$ cat config.mk
export PLATFORM = sky130hd
export DESIGN_NAME = rgb_led_strip_serializer_top
export DESIGN_NICKNAME = d
export VERILOG_FILES = /design/src/rtl/core/rlss_pkg.sv /design/src/rtl/core/rgb_led_strip_serializer_top.sv /design/src/rtl/core/rlss_ctrl.sv /design/src/rtl/core/rlss_datapath.sv
export VERILOG_INCLUDE_DIRS = /design/src /design/src/rtl/core
export SDC_FILE = /design/constraint.sdc
export NUM_CORES = 2
export LEC_CHECK = 0
export BUFFER_PORTS_ARGS = -buffer_cell sky130_fd_sc_hd__buf_2
export CAP_MARGIN = 40
export CORE_ASPECT_RATIO = 1.5
export CORE_MARGIN = 2
export CORE_UTILIZATION = 58
export CTS_CLUSTER_DIAMETER = 30
export DETAILED_ROUTE_END_ITERATION = 6
export PLACE_DENSITY = 0.76
export SLEW_MARGIN = 20
export SYNTH_ARGS = -nofsm -noshare
export SYNTH_HDL_FRONTEND = slang
export SYNTH_SLANG_ARGS = --single-unit
$ cat constraint.sdc
create_clock -name aclk -period 7 [get_ports aclk]
set_input_delay 0.7 -clock aclk [delete_from_list [all_inputs] [get_ports aclk]]
set_output_delay 0.7 -clock aclk [all_outputs]
set_load 0.005 [all_outputs]
$ cat src/rtl/core/assert_macros.svh
// assertion helpers used by the rtl controller
`ifndef ASSERT_MACROS_SVH
`define ASSERT_MACROS_SVH

// condition must hold in the same cycle as the trigger
`define ASSERT_SAME(label, clk, rst_n, ante, cons) \
    label: assert property (@(posedge clk) disable iff (!rst_n) (ante) |-> (cons)) \
        else $error("same-cycle check failed");

// condition must hold in the cycle after the trigger
`define ASSERT_NEXT(label, clk, rst_n, ante, cons) \
    label: assert property (@(posedge clk) disable iff (!rst_n) (ante) |=> (cons)) \
        else $error("next-cycle check failed");

`endif

$ cat src/rtl/core/rlss_pkg.sv
package rlss_pkg;

    // default strip capacity
    localparam int MAX_LEDS_DEF = 64;

    // operation codes
    localparam logic [1:0] OP_SET   = 2'd0;
    localparam logic [1:0] OP_CLEAR = 2'd1;
    localparam logic [1:0] OP_SHOW  = 2'd2;
    localparam logic [1:0] OP_TICK  = 2'd3;

    // configuration register indexes
    localparam logic [2:0] CFG_LED_COUNT  = 3'd0;
    localparam logic [2:0] CFG_ONE_HIGH   = 3'd1;
    localparam logic [2:0] CFG_ONE_LOW    = 3'd2;
    localparam logic [2:0] CFG_ZERO_HIGH  = 3'd3;
    localparam logic [2:0] CFG_ZERO_LOW   = 3'd4;
    localparam logic [2:0] CFG_LATCH      = 3'd5;

    // configuration reset values
    localparam logic [6:0]  RST_LED_COUNT = 7'd8;
    localparam logic [15:0] RST_ONE_HIGH  = 16'd40;
    localparam logic [15:0] RST_ONE_LOW   = 16'd22;
    localparam logic [15:0] RST_ZERO_HIGH = 16'd20;
    localparam logic [15:0] RST_ZERO_LOW  = 16'd42;
    localparam logic [15:0] RST_LATCH     = 16'd2500;

    // brightness clamp and divide-by-100 reciprocal (exact for products below 25600)
    localparam logic [7:0]  BRIGHT_MAX   = 8'd100;
    localparam logic [12:0] DIV100_MULT  = 13'd5243;
    localparam int          DIV100_SHIFT = 19;

    // last bit position of a 24-bit pixel
    localparam logic [4:0] LAST_BIT = 5'd23;

    typedef enum logic [1:0] {
        PH_IDLE,
        PH_HIGH,
        PH_LOW,
        PH_LATCH
    } line_phase_t;

    typedef enum logic [1:0] {
        ST_IDLE,
        ST_FETCH,
        ST_MUL,
        ST_DIV
    } ctrl_state_t;

    // controller to datapath
    typedef struct packed {
        logic exec;
        logic fetch;
        logic mul;
        logic div;
    } cmd_t;

    // datapath to controller
    typedef struct packed {
        logic need_fetch;
        logic is_set;
    } stat_t;

endpackage

$ cat src/rtl/core/rgb_led_strip_serializer_top.sv
// rgb led strip serializer: pixel store plus one-wire led line driver
// input channel (s_valid/s_ready) takes one operation per transaction:
//   set pixel, clear all, start show, or tick (one clock of the line waveform)
// result channel (m_valid/m_ready) returns one transaction per input:
//   line level during that item, busy flag after it, and whether it took effect
// config port: cfg_we with cfg_index and cfg_wdata
// the result is registered and presented in the cycle after the input is accepted
// a tick, a clear or a refused operation leaves the controller idle for the next input;
//   a tick that moves to the next pixel and a start show with pixels to send first pass
//   a fetch state reading the pixel store port; a set pixel on an idle line passes a
//   state registering the brightness products and one writing the divided word
// a result waiting on a stalled receiver sits in the output register; the next
//   input is taken in the same cycle the receiver takes that result
// reset (aresetn low, synchronous): registers return to defaults, all pixels
//   read as zero, the line goes idle; no clearing pass is needed
// operations other than tick are refused while a frame or latch period runs
module rgb_led_strip_serializer_top
    import rlss_pkg::*;
#(
    parameter int MAX_LEDS = MAX_LEDS_DEF
)
(
    input  logic        aclk,
    input  logic        aresetn,
    input  logic        cfg_we,
    input  logic [2:0]  cfg_index,
    input  logic [15:0] cfg_wdata,
    input  logic        s_valid,
    output logic        s_ready,
    input  logic [1:0]  s_operation,
    input  logic [7:0]  s_pixel_index,
    input  logic [7:0]  s_red,
    input  logic [7:0]  s_green,
    input  logic [7:0]  s_blue,
    input  logic [7:0]  s_brightness,
    output logic        m_valid,
    input  logic        m_ready,
    output logic        m_line_level,
    output logic        m_busy_res,
    output logic        m_accepted
);

    cmd_t  cmd;
    stat_t stat;

    // sequencing and handshakes
    rlss_ctrl u_ctrl (
        .aclk    (aclk),
        .aresetn (aresetn),
        .s_valid (s_valid),
        .s_ready (s_ready),
        .m_valid (m_valid),
        .m_ready (m_ready),
        .stat    (stat),
        .cmd     (cmd)
    );

    // pixel store, dimmer and line timing
    rlss_datapath #(
        .MAX_LEDS (MAX_LEDS)
    ) u_datapath (
        .aclk          (aclk),
        .aresetn       (aresetn),
        .cfg_we        (cfg_we),
        .cfg_index     (cfg_index),
        .cfg_wdata     (cfg_wdata),
        .s_operation   (s_operation),
        .s_pixel_index (s_pixel_index),
        .s_red         (s_red),
        .s_green       (s_green),
        .s_blue        (s_blue),
        .s_brightness  (s_brightness),
        .cmd           (cmd),
        .stat          (stat),
        .m_line_level  (m_line_level),
        .m_busy_res    (m_busy_res),
        .m_accepted    (m_accepted)
    );

endmodule

$ cat src/rtl/core/rlss_ctrl.sv
`include "assert_macros.svh"

module rlss_ctrl
    import rlss_pkg::*;
(
    input  logic  aclk,
    input  logic  aresetn,
    input  logic  s_valid,
    output logic  s_ready,
    output logic  m_valid,
    input  logic  m_ready,
    input  stat_t stat,
    output cmd_t  cmd
);

    ctrl_state_t state_reg, state_next;
    logic        m_valid_reg, m_valid_next;

    // state and result slot registers
    always_ff @(posedge aclk) begin
        if (!aresetn) begin
            state_reg   <= ST_IDLE;
            m_valid_reg <= 1'b0;
        end else begin
            state_reg   <= state_next;
            m_valid_reg <= m_valid_next;
        end
    end

    // next state and commands
    always_comb begin
        s_ready    = (state_reg == ST_IDLE) && (!m_valid_reg || m_ready);
        cmd.exec   = s_valid && s_ready;
        cmd.fetch  = (state_reg == ST_FETCH);
        cmd.mul    = (state_reg == ST_MUL);
        cmd.div    = (state_reg == ST_DIV);
        state_next = state_reg;
        unique case (state_reg)
            ST_IDLE: begin
                if (cmd.exec) begin
                    if (stat.is_set) begin
                        state_next = ST_MUL;
                    end else if (stat.need_fetch) begin
                        state_next = ST_FETCH;
                    end
                end
            end
            ST_FETCH: state_next = ST_IDLE;
            ST_MUL:   state_next = ST_DIV;
            ST_DIV:   state_next = ST_IDLE;
            default:  state_next = ST_IDLE;
        endcase
        // result slot: filled on accept, emptied when taken
        if (cmd.exec) begin
            m_valid_next = 1'b1;
        end else if (m_ready) begin
            m_valid_next = 1'b0;
        end else begin
            m_valid_next = m_valid_reg;
        end
    end

    assign m_valid = m_valid_reg;

    `ASSERT_NEXT(a_exec_fills_slot, aclk, aresetn, cmd.exec, m_valid_reg)
    `ASSERT_NEXT(a_set_enters_mul, aclk, aresetn, cmd.exec && stat.is_set, state_reg == ST_MUL)
    `ASSERT_NEXT(a_mul_then_div, aclk, aresetn, state_reg == ST_MUL, state_reg == ST_DIV)

endmodule

$ cat src/rtl/core/rlss_datapath.sv
module rlss_datapath
    import rlss_pkg::*;
#(
    parameter int MAX_LEDS = MAX_LEDS_DEF
)
(
    input  logic        aclk,
    input  logic        aresetn,
    input  logic        cfg_we,
    input  logic [2:0]  cfg_index,
    input  logic [15:0] cfg_wdata,
    input  logic [1:0]  s_operation,
    input  logic [7:0]  s_pixel_index,
    input  logic [7:0]  s_red,
    input  logic [7:0]  s_green,
    input  logic [7:0]  s_blue,
    input  logic [7:0]  s_brightness,
    input  cmd_t        cmd,
    output stat_t       stat,
    output logic        m_line_level,
    output logic        m_busy_res,
    output logic        m_accepted
);

    localparam int AW = (MAX_LEDS > 1) ? $clog2(MAX_LEDS) : 1;
    localparam int CW = $clog2(MAX_LEDS + 1);
    localparam int EW = (CW > 8) ? CW : 8;

    // configuration registers
    logic [6:0]  led_count_reg;
    logic [15:0] one_high_reg, one_low_reg, zero_high_reg, zero_low_reg, latch_reg;

    // line state
    line_phase_t phase_reg, phase_next;
    logic [AW-1:0] send_pixel_reg, send_pixel_next;
    logic [4:0]    send_bit_reg, send_bit_next;
    logic [15:0]   ticks_reg, ticks_next;

    // pixel store, valid marks and fetched word
    logic [23:0]         mem [MAX_LEDS];
    logic [MAX_LEDS-1:0] valid_reg;
    logic [23:0]         word_reg;
    logic                word_valid_reg;

    // set-pixel pipeline
    logic [7:0]    r_reg, g_reg, b_reg;
    logic [6:0]    br_reg;
    logic [AW-1:0] wr_addr_reg;
    logic          wr_en_reg;
    logic [14:0]   pr_reg, pg_reg, pb_reg;
    logic [27:0]   qr, qg, qb;

    // result registers
    logic level_reg, busy_reg, acc_reg;

    logic [EW-1:0] eff_count, led_ext, max_ext, idx_ext, pix_inc;
    logic [4:0]    bit_sel;
    logic          cur_bit;
    logic [15:0]   tick_sum, dur;
    logic          done;
    logic          level, acc;
    logic [6:0]    br_clamp;

    // effective count, index range, next pixel and brightness clamp
    always_comb begin
        led_ext   = EW'(led_count_reg);
        max_ext   = EW'(MAX_LEDS);
        eff_count = (led_ext > max_ext) ? max_ext : led_ext;
        idx_ext   = EW'(s_pixel_index);
        pix_inc   = EW'(send_pixel_reg) + EW'(1);
        br_clamp  = (s_brightness > BRIGHT_MAX) ? BRIGHT_MAX[6:0] : s_brightness[6:0];
    end

    // bit on the line and phase timer compare
    always_comb begin
        bit_sel  = LAST_BIT - send_bit_reg;
        cur_bit  = word_valid_reg & word_reg[bit_sel];
        tick_sum = ticks_reg + 16'd1;
        unique case (phase_reg)
            PH_HIGH:  dur = cur_bit ? one_high_reg : zero_high_reg;
            PH_LOW:   dur = cur_bit ? one_low_reg : zero_low_reg;
            PH_LATCH: dur = latch_reg;
            default:  dur = latch_reg;
        endcase
        done = (tick_sum >= dur) || (tick_sum == 16'd0);
    end

    // item execution: line advance, refusal, set detection, show start
    always_comb begin
        phase_next      = phase_reg;
        send_pixel_next = send_pixel_reg;
        send_bit_next   = send_bit_reg;
        ticks_next      = ticks_reg;
        level           = 1'b0;
        acc             = 1'b1;
        stat.need_fetch = 1'b0;
        stat.is_set     = 1'b0;
        if (s_operation == OP_TICK) begin
            unique case (phase_reg)
                PH_HIGH: begin
                    level = 1'b1;
                    if (done) begin
                        ticks_next = 16'd0;
                        phase_next = PH_LOW;
                    end else begin
                        ticks_next = tick_sum;
                    end
                end
                PH_LOW: begin
                    if (done) begin
                        ticks_next = 16'd0;
                        if (send_bit_reg >= LAST_BIT) begin
                            send_bit_next = 5'd0;
                            if (pix_inc >= eff_count) begin
                                phase_next = PH_LATCH;
                            end else begin
                                send_pixel_next = pix_inc[AW-1:0];
                                phase_next      = PH_HIGH;
                                stat.need_fetch = 1'b1;
                            end
                        end else begin
                            send_bit_next = send_bit_reg + 5'd1;
                            phase_next    = PH_HIGH;
                        end
                    end else begin
                        ticks_next = tick_sum;
                    end
                end
                PH_LATCH: begin
                    if (done) begin
                        ticks_next      = 16'd0;
                        send_pixel_next = '0;
                        send_bit_next   = 5'd0;
                        phase_next      = PH_IDLE;
                    end else begin
                        ticks_next = tick_sum;
                    end
                end
                default: begin
                end
            endcase
        end else if (phase_reg != PH_IDLE) begin
            acc   = 1'b0;
            level = (phase_reg == PH_HIGH);
        end else if (s_operation == OP_SET) begin
            stat.is_set = 1'b1;
        end else if (s_operation == OP_SHOW) begin
            send_pixel_next = '0;
            send_bit_next   = 5'd0;
            ticks_next      = 16'd0;
            if (eff_count == '0) begin
                phase_next = PH_LATCH;
            end else begin
                phase_next      = PH_HIGH;
                stat.need_fetch = 1'b1;
            end
        end
    end

    // configuration writes
    always_ff @(posedge aclk) begin
        if (!aresetn) begin
            led_count_reg <= RST_LED_COUNT;
            one_high_reg  <= RST_ONE_HIGH;
            one_low_reg   <= RST_ONE_LOW;
            zero_high_reg <= RST_ZERO_HIGH;
            zero_low_reg  <= RST_ZERO_LOW;
            latch_reg     <= RST_LATCH;
        end else if (cfg_we) begin
            unique case (cfg_index)
                CFG_LED_COUNT: led_count_reg <= cfg_wdata[6:0];
                CFG_ONE_HIGH:  one_high_reg  <= cfg_wdata;
                CFG_ONE_LOW:   one_low_reg   <= cfg_wdata;
                CFG_ZERO_HIGH: zero_high_reg <= cfg_wdata;
                CFG_ZERO_LOW:  zero_low_reg  <= cfg_wdata;
                CFG_LATCH:     latch_reg     <= cfg_wdata;
                default: begin
                end
            endcase
        end
    end

    // line state registers
    always_ff @(posedge aclk) begin
        if (!aresetn) begin
            phase_reg      <= PH_IDLE;
            send_pixel_reg <= '0;
            send_bit_reg   <= 5'd0;
            ticks_reg      <= 16'd0;
        end else if (cmd.exec) begin
            phase_reg      <= phase_next;
            send_pixel_reg <= send_pixel_next;
            send_bit_reg   <= send_bit_next;
            ticks_reg      <= ticks_next;
        end
    end

    // valid marks: clear all on clear, set on store write
    always_ff @(posedge aclk) begin
        if (!aresetn) begin
            valid_reg <= '0;
        end else if (cmd.exec && s_operation == OP_CLEAR && phase_reg == PH_IDLE) begin
            valid_reg <= '0;
        end else if (cmd.div && wr_en_reg) begin
            valid_reg[wr_addr_reg] <= 1'b1;
        end
    end

    // pixel store write and fetch of the pixel being sent
    always_ff @(posedge aclk) begin
        if (cmd.div && wr_en_reg) begin
            mem[wr_addr_reg] <= {qg[26:19], qr[26:19], qb[26:19]};
        end
        if (cmd.fetch) begin
            word_reg       <= mem[send_pixel_reg];
            word_valid_reg <= valid_reg[send_pixel_reg];
        end
    end

    // set-pixel capture and brightness products
    always_ff @(posedge aclk) begin
        if (cmd.exec && stat.is_set) begin
            r_reg       <= s_red;
            g_reg       <= s_green;
            b_reg       <= s_blue;
            br_reg      <= br_clamp;
            wr_addr_reg <= idx_ext[AW-1:0];
        end
        if (cmd.mul) begin
            pr_reg <= 15'(r_reg * br_reg);
            pg_reg <= 15'(g_reg * br_reg);
            pb_reg <= 15'(b_reg * br_reg);
        end
    end

    // write enable only for an index inside the strip
    always_ff @(posedge aclk) begin
        if (!aresetn) begin
            wr_en_reg <= 1'b0;
        end else if (cmd.exec && stat.is_set) begin
            wr_en_reg <= (idx_ext < eff_count);
        end
    end

    // divide by 100 through the reciprocal
    always_comb begin
        qr = 28'(pr_reg * DIV100_MULT);
        qg = 28'(pg_reg * DIV100_MULT);
        qb = 28'(pb_reg * DIV100_MULT);
    end

    // result registers
    always_ff @(posedge aclk) begin
        if (cmd.exec) begin
            level_reg <= level;
            busy_reg  <= (phase_next != PH_IDLE);
            acc_reg   <= acc;
        end
    end

    assign m_line_level = level_reg;
    assign m_busy_res   = busy_reg;
    assign m_accepted   = acc_reg;

endmodule

==> qor.yml <==
grt:
  grt_use_total_pct: 30.3
  grt_overflow_total: 0
  grt_max_degree: 125
  antenna_found_initial: 15
  grt_pass1_vias: 49800
  grt_pass1_wl_um: 331000
cts:
  insertion_delay_ps: 860
  post_cts_buffers: 0
  cts_tree: "yes"
  cts_hold_buf: 0
  cts_inserted_buffers: 207
  clockBufferDepth: 3
  clkSinkCount: 1830
  clock-root-buffer: "clkbuf_16"
  clk_pin_slew_ps: 60
  htreeDepth: 4
  cts_resized: 0
floorplan:
  rows: 173
  ios: 71
  die_y_um: 476
  die_x_um: 319
  initial_core_util_pct: 58.2
  core_area_um2: 148000
  die_area_um2: 152000
power_and_ir_drop:
  p_leak_nw: 34.7
  swShare_pct: 33.7
  power.switching_mw: 13.8
  clkPwrFrac_pct: 27.7
  max-vdd-ir-drop_uv: 1210
  p_per_area_nw_per_um2: 415
  power_frac_comb_pct: 28.4
  seqPwrFrac_pct: 43.9
  intPower_mw: 27.1
synth:
  synth_most_common_cell: "edfxtp_1"
  syn-mean-instance-area_um2: 17.2
  synth-async-reset-ratio_pct: 0
  synth_top_area_share_pct: 57.4
  synthesis.area_um2: 86100
  yosysSeqAreaShare_pct: 61.7
  synth_commonest_cells: "1646 x edfxtp_1, 532 x mux4_2, 490 x inv_1, 431 x ha_1, 366 x nand2_1"
  ys_warn_count: 0
  ys_types: 69
  synth_top_area_cell: "edfxtp_1"
  synth_edf_count: 1646
  synthCells: 5019
  ys.flop_type: "edfxtp_1"
  synthesis.nets: 5807
  synth_area_leaders: "edfxtp_1 57%, mux4_2 14%, fa_1 6.8%"
  ys_seq_elements: 1830
job:
  drv_cap: 0
placement:
  numPortBuffers: 70
  pre_cts_slack_ps: 865
  gp_congestion: 0.851
  dpl.hpwl_um: 132000
sta:
  setup_viol: 0
  max_freq_mhz: 159
  period_minus_slack_ps: 6310
  tightest_slew_ps: 944
  finClkSkew_ps: 90.8
  hold_ws_ps: 66.6
  drv_slew: 0
  tns_ps: 0
  rsz0062_at_grt: "false"
  relSlewSlack_pct: 37.1
  fin_ws_ps: 695
  final_hold_viol_count: 0
  finalCritPeriodShare_pct: 90.1
final_layout:
  layout.nets: 6050
  drive_gt1_share_pct: 22.6
  area_delta_synth_final_pct: 14.4
  largest_register_ffs: 1536
drt:
  routed_wl_um: 227000
  viasPerCell: 6.48
  dr.pass1.iters: 6
  final_antenna_net_count: 0
  wl_per_cell_um: 30.7
  drt_iter0_drc: 5566
  drc: 0
  routed-via-count: 47800
outcome:
  outcome: "complete, no violations"
hold_path:
  hold_class: "input pin to flip-flop"
worst_setup_path:
  crit_path_end_kind: "flip-flop"
  cp_max_fo: 31
  crit_type: "flip-flop to flip-flop"
  timing.critical_path.from_type: "flip-flop"
  arrival_ps: 6930
  worstPathRequired_ps: 7630
## power groups by stage
stage | clock network [mW] | registers [mW] | logic (mW)
floorplan | 0 | 18.0 | 5.58
CTS | 11.4 | 18.0 | 11.5
finish | 11.3 | 18.0 | 11.6
global route | 11.8 | 18.0 | 12.8
detailed placement | 0 | 18.2 | 11.3
global placement | 0 | 18.2 | 10.4
## kinds of logic after synthesis
| kind of cell | share of synthesized area (%) |
|---|---|
| AOI/OAI and AO/OA | 3.04 |
| xor gates and xnor gates | 0.895 |
| adders and majority gates | 13.0 |
| buffers and inverters | 2.99 |
| DFF | 61.7 |
| muxes | 14.4 |
| and+or+nand+nor | 3.95 |
## critical path, cell delays in order (launching register included)
cell and delay, ps:
edfxtp_1 520, ha_1 360, inv_1 50, fa_1 470, inv_1 50, fa_1 520, inv_1 60, fa_1 490
fa_1 500, inv_1 40, ha_1 280, nand4_1 90, a21oi_1 130, a221oi_1 120, o31ai_1 480, a21bo_2 250
o41a_1 410, a21oi_1 200, xnor2_2 650, buf_4 430
## path summary, 6_finish.rpt
check	start	endpoint	slack, ps	depth (start not counted)
hold / removal	s_green[6]	u_datapath.g_reg[6]$_DFFE_PP_	70	1
setup / recovery	u_datapath.pg_reg[10]$_DFFE_PP_	u_datapath.mem[3][22]$_DFFE_PP_	690	19
setup reg to reg	u_datapath.pg_reg[10]$_DFFE_PP_	u_datapath.mem[3][22]$_DFFE_PP_	690	19
hold reg to reg	u_datapath.one_high_reg[9]$_SDFFE_PN0P_	u_datapath.one_high_reg[9]$_SDFFE_PN0P_	460	2
## layout by cell type, fill, tap and decap left out, drive strengths merged, types with 13 or more instances in the layout
cell	Yosys	layout
a21boi	76	76
edfxtp	1646	1646
nor2b	30	30
a21o	22	22
mux2i	43	43
a21oi	74	74
clkinvlp	0	20
ha	431	431
dfxtp	184	184
nor3	28	28
clkinv	1	73
nor2	113	113
xor2	20	20
clkbuf	145	230
o21ai	39	39
nand2b	13	13
nand3	50	50
bufinv	0	17
fa	291	291
inv	490	546
nand4	15	15
mux4	532	532
buf	45	223
o22ai	17	17
and2	76	76
xnor2	68	68
nand2	366	366
o21a	79	79
## final cells by class
| type | instances | area, µm² |
|---|---|---|
| flip-flops and latches | 1830 | 53100 |
| fillers | 9259 | 49300 |
| multi-input cells | 2508 | 31200 |
| clock buffers | 230 | 5410 |
| repair buffers | 224 | 2710 |
| well taps | 1925 | 2410 |
| clock inverters | 165 | 1870 |
| inverters | 491 | 1840 |
| diodes | 4 | 10.0 |
## routing by layer
metal  track usage, %  up-vias  part of all wire (%)
met5                0        -                 0.049
met1             35.9    24700                    34
li1                 -    19500                     -
met2             52.7     2938                    52
met3             5.05      612                   8.1
met4             17.0       16                   6.2
## per-stage QoR
stage                     utilization, %  instance area, µm²  std cells  total power, mW
final                               66.7               98600       7377             40.9
after global routing                66.7               98500       7374             42.5
after CTS                           66.5               98300       7358             40.8
after detailed placement            61.6               91000       6963             29.5
after global placement              60.6               89600       6900             28.6
after floorplan                        -               86100       5019             23.6
Power figures use the tool's default switching activity.
